File: src/sv/assert_macros.svh
// Assertion macros shared by the PID controller RTL.
// Needs signals named clk and arst_n in the including module.
`ifndef ASSERT_MACROS_SVH
`define ASSERT_MACROS_SVH

// same-cycle implication
`define PIDIS_ASSERT_NOW(label, a, c) \
	label: assert property (@(posedge clk) disable iff (!arst_n) (a) |-> (c)) \
		else $error("pidis assertion failed");

// next-cycle implication
`define PIDIS_ASSERT_NEXT(label, a, c) \
	label: assert property (@(posedge clk) disable iff (!arst_n) (a) |=> (c)) \
		else $error("pidis assertion failed");

`endif

File: src/sv/pidis_pkg.sv
// Package of the positional PID with integral separation.
// Types, register map and reset values; no dependencies.
package pidis_pkg;

	localparam int SAMPLE_WIDTH_DEF   = 16;
	localparam int GAIN_FRAC_BITS_DEF = 8;

	localparam int GAIN_W = 16;
	localparam int ILIM_W = 31;
	localparam int OLIM_W = 15;
	localparam int THR_W  = 17;
	localparam int ACC_W  = 32;

	localparam int APB_AW = 5;
	localparam int APB_DW = 32;

	localparam logic [OLIM_W-1:0] OLIM_RST = 15'h7fff;
	localparam logic [THR_W-1:0]  THR_RST  = 17'h1ffff;

	typedef enum logic [2:0] {
		REG_GAIN_P    = 3'd0,
		REG_GAIN_I    = 3'd1,
		REG_GAIN_D    = 3'd2,
		REG_ILIMIT    = 3'd3,
		REG_OLIMIT    = 3'd4,
		REG_SEP_EN    = 3'd5,
		REG_SEP_THR   = 3'd6
	} reg_idx_t;

	typedef struct packed {
		logic signed [GAIN_W-1:0] gain_p;
		logic signed [GAIN_W-1:0] gain_i;
		logic signed [GAIN_W-1:0] gain_d;
		logic [ILIM_W-1:0]        integral_limit;
		logic [OLIM_W-1:0]        output_limit;
		logic                     separation_enable;
		logic [THR_W-1:0]         separation_threshold;
	} cfg_t;

endpackage

File: src/sv/pidis_if.sv
// Stream interfaces of the PID controller: sample beats in, drive beats out.
// Depends on pidis_pkg.
interface pidis_in_if #(
	parameter int W = pidis_pkg::SAMPLE_WIDTH_DEF
);
	logic                valid;
	logic                ready;
	logic signed [W-1:0] target;
	logic signed [W-1:0] measured;

	modport source (output valid, output target, output measured, input ready);
	modport sink (input valid, input target, input measured, output ready);
endinterface

interface pidis_out_if #(
	parameter int W = pidis_pkg::SAMPLE_WIDTH_DEF
);
	logic                valid;
	logic                ready;
	logic signed [W-1:0] drive;
	logic                clamped;

	modport source (output valid, output drive, output clamped, input ready);
	modport sink (input valid, input drive, input clamped, output ready);
endinterface

File: src/sv/pidis_regs.sv
// APB configuration registers of the PID controller.
// Depends on pidis_pkg.
module pidis_regs (
	input  logic                          clk,
	input  logic                          arst_n,
	input  logic                          psel,
	input  logic                          penable,
	input  logic                          pwrite,
	input  logic [pidis_pkg::APB_AW-1:0]  paddr,
	input  logic [pidis_pkg::APB_DW-1:0]  pwdata,
	output logic [pidis_pkg::APB_DW-1:0]  prdata,
	output logic                          pready,
	output pidis_pkg::cfg_t               cfg
);
	pidis_pkg::cfg_t     cfg_q;
	pidis_pkg::reg_idx_t idx;
	logic                wr;

	assign pready = 1'b1;
	assign idx    = pidis_pkg::reg_idx_t'(paddr[4:2]);
	assign wr     = psel && penable && pwrite;
	assign cfg    = cfg_q;

	always_ff @(posedge clk or negedge arst_n) begin
		if (!arst_n) begin
			cfg_q.gain_p               <= '0;
			cfg_q.gain_i               <= '0;
			cfg_q.gain_d               <= '0;
			cfg_q.integral_limit       <= '0;
			cfg_q.output_limit         <= pidis_pkg::OLIM_RST;
			cfg_q.separation_enable    <= 1'b0;
			cfg_q.separation_threshold <= pidis_pkg::THR_RST;
		end else if (wr) begin
			unique case (idx)
				pidis_pkg::REG_GAIN_P: begin
					cfg_q.gain_p <= pwdata[pidis_pkg::GAIN_W-1:0];
				end
				pidis_pkg::REG_GAIN_I: begin
					cfg_q.gain_i <= pwdata[pidis_pkg::GAIN_W-1:0];
				end
				pidis_pkg::REG_GAIN_D: begin
					cfg_q.gain_d <= pwdata[pidis_pkg::GAIN_W-1:0];
				end
				pidis_pkg::REG_ILIMIT: begin
					cfg_q.integral_limit <= pwdata[pidis_pkg::ILIM_W-1:0];
				end
				pidis_pkg::REG_OLIMIT: begin
					cfg_q.output_limit <= pwdata[pidis_pkg::OLIM_W-1:0];
				end
				pidis_pkg::REG_SEP_EN: begin
					cfg_q.separation_enable <= pwdata[0];
				end
				pidis_pkg::REG_SEP_THR: begin
					cfg_q.separation_threshold <= pwdata[pidis_pkg::THR_W-1:0];
				end
				default: begin
				end
			endcase
		end
	end

	always_comb begin
		prdata = '0;
		unique case (idx)
			pidis_pkg::REG_GAIN_P:  prdata = pidis_pkg::APB_DW'(unsigned'(cfg_q.gain_p));
			pidis_pkg::REG_GAIN_I:  prdata = pidis_pkg::APB_DW'(unsigned'(cfg_q.gain_i));
			pidis_pkg::REG_GAIN_D:  prdata = pidis_pkg::APB_DW'(unsigned'(cfg_q.gain_d));
			pidis_pkg::REG_ILIMIT:  prdata = pidis_pkg::APB_DW'(cfg_q.integral_limit);
			pidis_pkg::REG_OLIMIT:  prdata = pidis_pkg::APB_DW'(cfg_q.output_limit);
			pidis_pkg::REG_SEP_EN:  prdata = pidis_pkg::APB_DW'(cfg_q.separation_enable);
			pidis_pkg::REG_SEP_THR: prdata = pidis_pkg::APB_DW'(cfg_q.separation_threshold);
			default:                prdata = '0;
		endcase
	end
endmodule

File: src/sv/pidis_core.sv
// Datapath of the PID controller: input register, one pass of P/I/D math, result register.
// Holds the integral accumulator and last error. Depends on pidis_pkg, pidis_if, assert_macros.svh.
`include "assert_macros.svh"

module pidis_core #(
	parameter int SAMPLE_WIDTH   = pidis_pkg::SAMPLE_WIDTH_DEF,
	parameter int GAIN_FRAC_BITS = pidis_pkg::GAIN_FRAC_BITS_DEF
) (
	input  logic            clk,
	input  logic            arst_n,
	input  pidis_pkg::cfg_t cfg,
	pidis_in_if.sink        sample,
	pidis_out_if.source     result
);
	localparam int W    = SAMPLE_WIDTH;
	localparam int F    = GAIN_FRAC_BITS;
	localparam int GW   = pidis_pkg::GAIN_W;
	localparam int AW   = pidis_pkg::ACC_W;
	localparam int EW   = W + 1;
	localparam int DW   = W + 2;
	localparam int PW   = EW + GW;
	localparam int DPW  = DW + GW;
	localparam int ISW  = ((PW > AW) ? PW : AW) + 1;
	localparam int SW   = ((DPW > AW) ? DPW : AW) + 2;
	localparam int THW  = ((EW > pidis_pkg::THR_W) ? EW : pidis_pkg::THR_W);
	localparam int LW   = ((W > pidis_pkg::OLIM_W) ? W : pidis_pkg::OLIM_W);

	logic                valid_s1;
	logic signed [W-1:0] target_s1;
	logic signed [W-1:0] measured_s1;
	logic                valid_s2;
	logic signed [W-1:0] drive_s2;
	logic                clamped_s2;
	logic signed [AW-1:0] acc_q;
	logic signed [EW-1:0] prev_err_q;

	logic                 adv;
	logic signed [EW-1:0]  err;
	logic signed [DW-1:0]  diff;
	logic signed [PW-1:0]  p_prod, i_prod;
	logic signed [DPW-1:0] d_prod;
	logic signed [PW-1:0]  p_sh, i_sh;
	logic signed [DPW-1:0] d_sh;
	logic signed [ISW-1:0] acc_sum, ilim;
	logic signed [ISW-1:0] acc_cl;
	logic signed [AW-1:0]  acc_next;
	logic [EW-1:0]         mag;
	logic                  sep;
	logic [LW-1:0]         smax, olim, lim_o;
	logic signed [SW-1:0]  olim_s, sum, sum_cl;
	logic                  ohit;

	assign adv          = valid_s1 && (!valid_s2 || result.ready);
	assign sample.ready = !valid_s1 || adv;
	assign result.valid   = valid_s2;
	assign result.drive   = drive_s2;
	assign result.clamped = clamped_s2;

	// error and gain products
	assign err    = EW'(target_s1) - EW'(measured_s1);
	assign diff   = DW'(err) - DW'(prev_err_q);
	assign p_prod = PW'(cfg.gain_p) * PW'(err);
	assign i_prod = PW'(cfg.gain_i) * PW'(err);
	assign d_prod = DPW'(cfg.gain_d) * DPW'(diff);
	assign p_sh   = p_prod >>> F;
	assign i_sh   = i_prod >>> F;
	assign d_sh   = d_prod >>> F;

	// integral accumulate and clamp
	assign acc_sum = ISW'(acc_q) + ISW'(i_sh);
	assign ilim    = ISW'(signed'({1'b0, cfg.integral_limit}));
	always_comb begin
		priority if (acc_sum > ilim) begin
			acc_cl = ilim;
		end else if (acc_sum < -ilim) begin
			acc_cl = -ilim;
		end else begin
			acc_cl = acc_sum;
		end
	end
	assign acc_next = AW'(acc_cl);

	// separation by error magnitude
	assign mag = err[EW-1] ? EW'(-err) : EW'(err);
	assign sep = cfg.separation_enable && (THW'(mag) >= THW'(cfg.separation_threshold));

	// output sum and saturation
	assign smax   = LW'({1'b0, {(W-1){1'b1}}});
	assign olim   = LW'(cfg.output_limit);
	assign lim_o  = (olim < smax) ? olim : smax;
	assign olim_s = SW'(signed'({1'b0, lim_o}));
	assign sum    = SW'(p_sh) + SW'(d_sh) + (sep ? SW'(0) : SW'(acc_next));
	always_comb begin
		ohit = 1'b1;
		priority if (sum > olim_s) begin
			sum_cl = olim_s;
		end else if (sum < -olim_s) begin
			sum_cl = -olim_s;
		end else begin
			sum_cl = sum;
			ohit   = 1'b0;
		end
	end

	always_ff @(posedge clk or negedge arst_n) begin
		if (!arst_n) begin
			valid_s1   <= 1'b0;
			valid_s2   <= 1'b0;
			acc_q      <= '0;
			prev_err_q <= '0;
		end else begin
			if (sample.ready) begin
				valid_s1 <= sample.valid;
			end
			if (adv) begin
				valid_s2   <= 1'b1;
				acc_q      <= acc_next;
				prev_err_q <= err;
			end else if (result.ready) begin
				valid_s2 <= 1'b0;
			end
		end
	end

	always_ff @(posedge clk) begin
		if (sample.valid && sample.ready) begin
			target_s1   <= sample.target;
			measured_s1 <= sample.measured;
		end
		if (adv) begin
			drive_s2   <= W'(sum_cl);
			clamped_s2 <= ohit;
		end
	end

	`PIDIS_ASSERT_NEXT(a_prev_err_tracks, adv, prev_err_q == $past(err))
	`PIDIS_ASSERT_NEXT(a_state_holds, !adv, $stable(acc_q) && $stable(prev_err_q))
	`PIDIS_ASSERT_NOW(a_ready_when_drain, !valid_s2 || result.ready, sample.ready)
	`PIDIS_ASSERT_NEXT(a_result_loads, adv, valid_s2)
endmodule

File: src/sv/positional_pid_integral_separation_top.sv
// Positional PID with integral separation: a sample beat goes through the input register and
// the result register to a drive beat; one beat accepted per cycle while result is ready.
// The error, three gain products, integral clamp and output saturation run in one pass
// between the input register and the result register; a stalled result holds the input side.
// arst_n clears the accumulator, last error, valid flags and registers to their defaults.
module positional_pid_integral_separation_top #(
	parameter int SAMPLE_WIDTH   = pidis_pkg::SAMPLE_WIDTH_DEF,
	parameter int GAIN_FRAC_BITS = pidis_pkg::GAIN_FRAC_BITS_DEF
) (
	input  logic                          clk,
	input  logic                          arst_n,
	input  logic                          psel,
	input  logic                          penable,
	input  logic                          pwrite,
	input  logic [pidis_pkg::APB_AW-1:0]  paddr,
	input  logic [pidis_pkg::APB_DW-1:0]  pwdata,
	output logic [pidis_pkg::APB_DW-1:0]  prdata,
	output logic                          pready,
	pidis_in_if.sink                      sample,
	pidis_out_if.source                   result
);
	pidis_pkg::cfg_t cfg;

	pidis_regs u_regs (
		.clk     (clk),
		.arst_n  (arst_n),
		.psel    (psel),
		.penable (penable),
		.pwrite  (pwrite),
		.paddr   (paddr),
		.pwdata  (pwdata),
		.prdata  (prdata),
		.pready  (pready),
		.cfg     (cfg)
	);

	pidis_core #(
		.SAMPLE_WIDTH   (SAMPLE_WIDTH),
		.GAIN_FRAC_BITS (GAIN_FRAC_BITS)
	) u_core (
		.clk    (clk),
		.arst_n (arst_n),
		.cfg    (cfg),
		.sample (sample),
		.result (result)
	);
endmodule
File: src/flat_wrapper.sv
// flat-port wrapper written by rule: the top's interface ports become plain ports
module positional_pid_integral_separation_top_flat 
#(
	parameter int SAMPLE_WIDTH   = pidis_pkg::SAMPLE_WIDTH_DEF,
	parameter int GAIN_FRAC_BITS = pidis_pkg::GAIN_FRAC_BITS_DEF
)
  (clk, arst_n, psel, penable, pwrite, paddr, pwdata, prdata, pready, sample_valid, sample_target, sample_measured, sample_ready, result_valid, result_drive, result_clamped, result_ready);
  pidis_in_if sample_i ();
  pidis_out_if result_i ();
  input  logic clk;
  input  logic arst_n;
  input  logic psel;
  input  logic penable;
  input  logic pwrite;
  input  logic [pidis_pkg::APB_AW-1:0] paddr;
  input  logic [pidis_pkg::APB_DW-1:0] pwdata;
  output logic [pidis_pkg::APB_DW-1:0] prdata;
  output logic pready;
  input wire logic [$bits(sample_i.valid)-1:0] sample_valid;
  input wire logic [$bits(sample_i.target)-1:0] sample_target;
  input wire logic [$bits(sample_i.measured)-1:0] sample_measured;
  output wire logic [$bits(sample_i.ready)-1:0] sample_ready;
  output wire logic [$bits(result_i.valid)-1:0] result_valid;
  output wire logic [$bits(result_i.drive)-1:0] result_drive;
  output wire logic [$bits(result_i.clamped)-1:0] result_clamped;
  input wire logic [$bits(result_i.ready)-1:0] result_ready;
  assign sample_i.valid = sample_valid;
  assign sample_i.target = sample_target;
  assign sample_i.measured = sample_measured;
  assign sample_ready = sample_i.ready;
  assign result_valid = result_i.valid;
  assign result_drive = result_i.drive;
  assign result_clamped = result_i.clamped;
  assign result_i.ready = result_ready;
  positional_pid_integral_separation_top #(.SAMPLE_WIDTH(SAMPLE_WIDTH), .GAIN_FRAC_BITS(GAIN_FRAC_BITS)) u_core (.clk(clk), .arst_n(arst_n), .psel(psel), .penable(penable), .pwrite(pwrite), .paddr(paddr), .pwdata(pwdata), .prdata(prdata), .pready(pready), .sample(sample_i), .result(result_i));
endmodule
File: config.mk
export PLATFORM = sky130hd
export DESIGN_NAME = positional_pid_integral_separation_top_flat
export DESIGN_NICKNAME = d
export VERILOG_FILES = /design/src/sv/pidis_pkg.sv /design/src/sv/pidis_if.sv /design/src/sv/pidis_regs.sv /design/src/sv/pidis_core.sv /design/src/sv/positional_pid_integral_separation_top.sv /design/src/flat_wrapper.sv
export VERILOG_INCLUDE_DIRS = /design/src /design/src/sv
export SDC_FILE = /design/constraint.sdc
export NUM_CORES = 2
export LEC_CHECK = 0
export BUFFER_PORTS_ARGS = -buffer_cell sky130_fd_sc_hd__buf_4
export CAP_MARGIN = 20
export CORE_ASPECT_RATIO = 0.6
export CORE_MARGIN = 1.5
export CORE_UTILIZATION = 40
export DETAILED_ROUTE_END_ITERATION = 10
export SYNTH_ARGS = -nofsm -noshare
export SYNTH_HDL_FRONTEND = slang
export SYNTH_SLANG_ARGS = --single-unit
export TNS_END_PERCENT = 30
File: constraint.sdc
create_clock -name clk -period 39.9 [get_ports clk]
set_input_delay 5.985 -clock clk [delete_from_list [all_inputs] [get_ports clk]]
set_output_delay 5.985 -clock clk [all_outputs]
set_load 0.02 [all_outputs]
Word level (Yosys, flattened, before mapping)
Index checks and enable logic that the tools add are counted.
{ "word_totals": {"out_inout_bits": 52, "regBits": 212, "word_cells": 67} }
{ "op_classes": {"multipliers": 3, "muxes": 11, "order_cmp": 6, "n_reduce_logical": 18, "eq_ne": 6, "add_sub_neg": 8} }
{ "ops": {"columns": ["cell", "count"], "rows": [
  ["$pmux W31 S7", 1],
  ["$mul A16 B17 Y33", 2],
  ["$mux W32", 2],
  ["$add A27 B36 Y36", 1],
  ["$gt A36 B16 Y1", 1],
  ["$lt A36 B36 Y1", 1],
  ["$mux W36", 1],
  ["$neg A15 Y36", 1],
  ["$lt A33 B34 Y1", 1],
  ["$mul A16 B18 Y34", 1],
  ["$neg A31 Y34", 1],
  ["$add A32 B25 Y33", 1],
  ["$gt A33 B32 Y1", 1],
  ["$mux W16", 2],
  ["$add A25 B26 Y27", 1],
  ["$sub A17 B17 Y18", 1],
  ["$ge A17 B17 Y1", 1],
  ["$mux W17", 1],
  ["$neg A17 Y17", 1],
  ["$sub A16 B16 Y17", 1],
  ["$lt A15 B15 Y1 const B", 1],
  ["$mux W15", 1],
  ["$reduce_and A2 Y1", 7],
  ["$eq A3 B3 Y1 const B", 3],
  ["other kinds (8)", 17]
]} }

Depth between registers and ports, before layout
{ "logic_depth": {"ltp_word": 11, "mapped_depth": 92, "ltp_nobuf": 86} }

Cells and area by module
A second synthesis with hierarchy kept.
{ "hier_totals": {"cells_unflattened": 5683, "area_unflattened_um2": 50983.9} }
{ "by_module_without_submodules": {"columns": ["mod", "n_inst", "cells_per_inst", "area_per_inst_um2"], "rows": [
  ["pidis_core", 1, 5315, 45805.2],
  ["pidis_regs", 1, 368, 5178.7]
]} }

Worst setup path after synthesis
Ideal clock, no wire load.
{ "synth_path": {"path_type": "reg-to-reg", "from": "register u_core.u_core.target_s1[0]", "to": "register u_core.u_core.drive_s2[2] (netlist: u_core.u_core.result.drive[2]), data pin", "path_slack_ps": 21501, "arrival_ps": 18128, "path_buffers": 7, "setup_time_ps": 272, "stages_incl_launch_ff": 93, "period_less_slack_ps": 18399, "path_cell_list": "edfxtp_1 -> inv_1 -> ha_1 -> inv_1 -> fa_1 -> a21o_1 -> a21oi_1 -> o21bai_1 -> a21oi_1 -> o21bai_1 -> a211o_1 -> a31oi_1 -> o21bai_1 -> and2_1 -> o22a_1 -> clkbuf_1 -> inv_1 -> clkbuf_1 -> [... 57 more ...] -> o21ai_1 -> nand4_1 -> nand4b_1 -> xnor2_1 -> clkinv_1 -> ha_1 -> a21oi_1 -> nor2b_1 -> o21ai_0 -> nand2b_1 -> a211oi_1 -> o32a_1 -> clkbuf_1 -> clkbuf_1 -> mux2i_1 -> nor2_1 -> nand3_1 -> o211ai_1"} }
{ "synth_between": {"elab_chain_cells": 11, "elab_cells_between_ends": 21, "cone_classes": "add/sub: 6; mul: 3; order compare: 5; mux: 6; reduce/logical: 1"} }
{ "synth_rtl": {"columns": ["item", "line", "text"], "rows": [
  ["start: declaration", "pidis_core.sv:29", "logic signed [W-1:0] target_s1;"],
  ["start signal: assignment", "pidis_core.sv:127", "target_s1 <= sample.target;"],
  ["$sub A16 B16 Y17 (*)", "pidis_core.sv:60", "assign err = EW'(target_s1) - EW'(measured_s1);"],
  ["$mul A16 B17 Y33", "pidis_core.sv:63", "assign i_prod = PW'(cfg.gain_i) * PW'(err);"],
  ["$add A32 B25 Y33", "pidis_core.sv:70", "assign acc_sum = ISW'(acc_q) + ISW'(i_sh);"],
  ["$lt A33 B34 Y1", "pidis_core.sv:75", "end else if (acc_sum < -ilim) begin"],
  ["$mux W32", "pidis_core.sv:75", null],
  ["$mux W32", "pidis_core.sv:73", "priority if (acc_sum > ilim) begin"],
  ["$mux W36", "pidis_core.sv:92", "assign sum = SW'(p_sh) + SW'(d_sh) + (sep ? SW'(0) : SW'(acc_next));"],
  ["$add A27 B36 Y36 (*)", "pidis_core.sv:92", null],
  ["$lt A36 B36 Y1", "pidis_core.sv:97", "end else if (sum < -olim_s) begin"],
  ["$mux W16", "pidis_core.sv:97", null],
  ["$mux W16 (*)", "pidis_core.sv:95", "priority if (sum > olim_s) begin"],
  ["named net u_core.u_core.sum_cl[2]", "pidis_core.sv:50", "logic signed [SW-1:0] olim_s, sum, sum_cl;"],
  ["end signal: assignment", "pidis_core.sv:131", "drive_s2 <= W'(sum_cl);"],
  ["end: declaration", "pidis_core.sv:32", "logic signed [W-1:0] drive_s2;"]
]} }
The timed path passes the listed nets; every way through them passes the cells marked *.
A chain may end at the register's enable or synchronous reset.

Final worst setup path
{ "layout_path": {"from": "register u_core.u_core.target_s1[0]", "to": "register u_core.u_core.drive_s2[11] (netlist: u_core.u_core.result.drive[11]), data pin"} }
The elaborated chain is that of the path after synthesis.

==> qor.yml <==
status:
  status: "finished, final reports clean"
timing:
  rsz0062_at_grt: "false"
  drv_slew: 0
  finalCritPeriodShare_pct: 58.4
  fmax_mhz: 42.9
  period_minus_slack_ns: 23.32
  tightest_slew_ns: 1.20
  hold_viol: 0
  slew_headroom_pct: 19.9
  setup_violations: 0
  final.setup_skew_ns: 0.0521
  fin_tns_setup_ns: 0
clock_tree:
  postCtsSetupBuffers: 0
  cts.reportedPaths.clkPinSlew_ns: 0.07
  clkLatencyLatePin_ns: 0.63
  cts.repair.resized: 0
  cts_buffers: 27
  ctsHoldBuffers: 0
  cts_tree: "built"
  clk_path_buf_depth: 3
  cts-root-buf: "clkbuf_16"
  cts.sinks: 212
  h-tree-depth: 1
finish:
  finalInstanceArea_sq_um: 53600
  layout.nets: 6974
  areaGrowthSynthToFinish_pct: 7.43
  drive_above_1_share_pct: 7.56
drt:
  top_layer: "met5"
  vias_per_cell: 5.38
  wl_microns: 152000
  met3WireLength_microns: 13600
  met1_length_microns: 71900
  wl_met2_microns: 63300
  ant_nets: 0
  wire_per_inst_microns: 21.1
  drt-initial-drc-count: 3393
  routed-via-count: 38700
  drc_errors: 0
  dr.pass1.iters: 6
yosys:
  yosysWarnings: 0
  syn-cell-area_sq_um: 49900
  synth_top_area_share_pct: 35.1
  yosys-top-cells-count: "1,066 x inv_1, 875 x fa_1, 665 x nand2_1"
  async_flop_share_pct: 76.9
  syn_area_per_cell_sq_um: 8.97
  synth_edf_count: 49
  synth_top_family_by_area: "adder cells"
  synthFlopType: "dfrtp_1"
  synthMuxAreaShare_pct: 2.55
  synth_cell_types: 93
  synthCells: 5564
  synth_area_leader_cell: "fa_1"
  synthAdderAreaFrac_pct: 47.1
  synth-simple-area-share_pct: 15.4
  yosysSeqAreaShare_pct: 11.2
  synth_compound_area_share_pct: 9.83
  syn-num-nets: 6992
  synth.most_common_cell: "inv_1"
  synthXorXnorAreaFrac_pct: 3.86
  ys_top_cells_by_area: "fa_1 35%, ha_1 12%, inv_1 8.0%"
  ys_seq_elements: 212
grt:
  grt_max_degree: 69
  grt_overflow_total: 0
  grt_pass1_vias: 39400
  antenna_found_initial: 8
  grt_use_total_pct: 24.3
  grt_pass1_wl_microns: 238000
worst_setup_path:
  required_ns: 40.27
  cpMostUsedCell: "inv_1"
  worstPathArrival_ns: 23.69
  critPathMaxStageDelay_ns: 0.83
  crit_slowest_cell: "o21ai_0"
  setup.worst_path.class: "reg -> reg"
  worstSetupStartpoint: "u_core.u_core.target_s1[0]"
  cp-start-kind: "flip-flop"
  cp_max_fo: 42
  r2r-start: "u_core.u_core.target_s1[0]"
  endpoint_kind: "flip-flop"
hold_path:
  hp-start: "u_core.u_core.acc_q[22]"
  hold_path.class: "reg -> reg"
placement:
  dp_hpwl_microns: 121000
  place_congestion: 0.940
  post_dp_cell_area_sq_um: 52700
  place.port_buffers: 122
floorplanning:
  ios: 128
  die_w_microns: 459
  rows: 100
  start_util_pct: 40.3
  core_area_sq_um: 124000
  die_area_sq_um: 127000
  die_h_microns: 277
run:
  maxCapViolations: 0
critical path: cells and delay by family (launching register included):
family	cells	cell delay, ns
compound gates	32	8.30
fa+ha+maj	14	5.65
simple gates	20	4.52
buf+inv	13	2.59
xor+xnor	3	1.05
mux	2	0.49
flops	1	0.36
sequential cells by signal (all words and copies together) (netlist names):
| register | count |
|---|---|
| u_core.u_core.valid_s1 | 1 |
| u_core.u_core.result.clamped | 1 |
| u_core.u_core.prev_err_q | 17 |
| u_core.u_core.acc_q | 32 |
| u_core.u_core.target_s1 | 16 |
| u_core.u_regs.cfg | 112 |
| u_core.u_core.result.drive | 16 |
| u_core.u_core.measured_s1 | 16 |
| u_core.u_core.result.valid | 1 |
stage by stage:
| step | utilization (%) | cells | hold slack, ns | setup slack (ns) |
|---|---|---|---|---|
| 6_report | 43.3 | 7202 | 0.517 | 16.58 |
| 5_1_grt | 43.3 | 7200 | 0.540 | 15.25 |
| 4_1_cts | 43.3 | 7199 | 0.518 | 17.01 |
| 3_5_place_dp | 42.6 | 7149 | 0.504 | 17.03 |
| 3_3_place_gp | 42.6 | 7148 | 0.482 | 17.33 |
| 2_1_floorplan | - | 5564 | 0.450 | 21.50 |
logic make-up after synthesis:
group | after synthesis
adders and majority gates | 1353
DFF | 212
other | 2
and+or+nand+nor | 1579
xor gates and xnor gates | 220
buffers and inverters | 1329
AOI/OAI and AO/OA | 757
muxes | 112
layout by cell type, fill, tap and decap left out, types with 10 or more instances in the layout:
cell type and instances:
a211oi_1 19, a21o_1 97, a21oi_1 152, a22oi_1 17, a31oi_1 22, and2_1 288
and3_1 26, buf_4 205, clkbuf_16 27, clkinv_1 12, dfrtp_1 131, dfstp_2 32
edfxtp_1 49, fa_1 875, ha_1 477, inv_1 1066, mux2_2 61, mux2i_1 45
nand2_1 664, nand2b_1 72, nand3_1 55, nand3b_1 10, nand4_1 46, nor2_1 188
nor2b_1 78, nor3_1 58, nor4_1 26, o211ai_1 15, o21a_1 55, o21ai_0 215
o21bai_1 17, o22ai_1 25, or2_2 10, or3_1 18, xnor2_1 157, xnor2_2 13
xor2_1 44
routing by layer:
metal  global-route usage, %  vias to the layer above
met4                    4.68                        6
met1                    37.4                    19600
met2                    35.3                     1394
met5                       0                        -
li1                        -                    17500
met3                    4.75                      157
cell type report:
cell class                      count  area [sq um]
Timing Repair Buffer              207          1560
Antenna cell                        3          7.51
Multi-Input combinational cell   4023         39500
Sequential cell                   212          5590
Clock inverter                     21           204
Tap cell                         1632          2040
Fill cell                       12100         70200
Inverter                         1075          4040
Clock buffer                       29           693
final timing paths:
| path | end | slack, ns | cells past startpoint |
|---|---|---|---|
| worst max register to register | u_core.u_core.result.drive[11] | 16.58 | 84 |
| worst min-delay path | u_core.u_core.acc_q[22] | 0.52 | 1 |
| worst min register to register | u_core.u_core.acc_q[22] | 0.52 | 1 |
| min in group asynchronous | u_core.u_core.valid_s1 | 5.26 | 1 |
| max in group asynchronous | u_core.u_core.prev_err_q[2] | 32.53 | 3 |
| worst max-delay path | u_core.u_core.result.drive[11] | 16.58 | 84 |
Power is not shown: default switching activity piles up to over one toggle a cycle in this logic, so the estimate is an artifact.
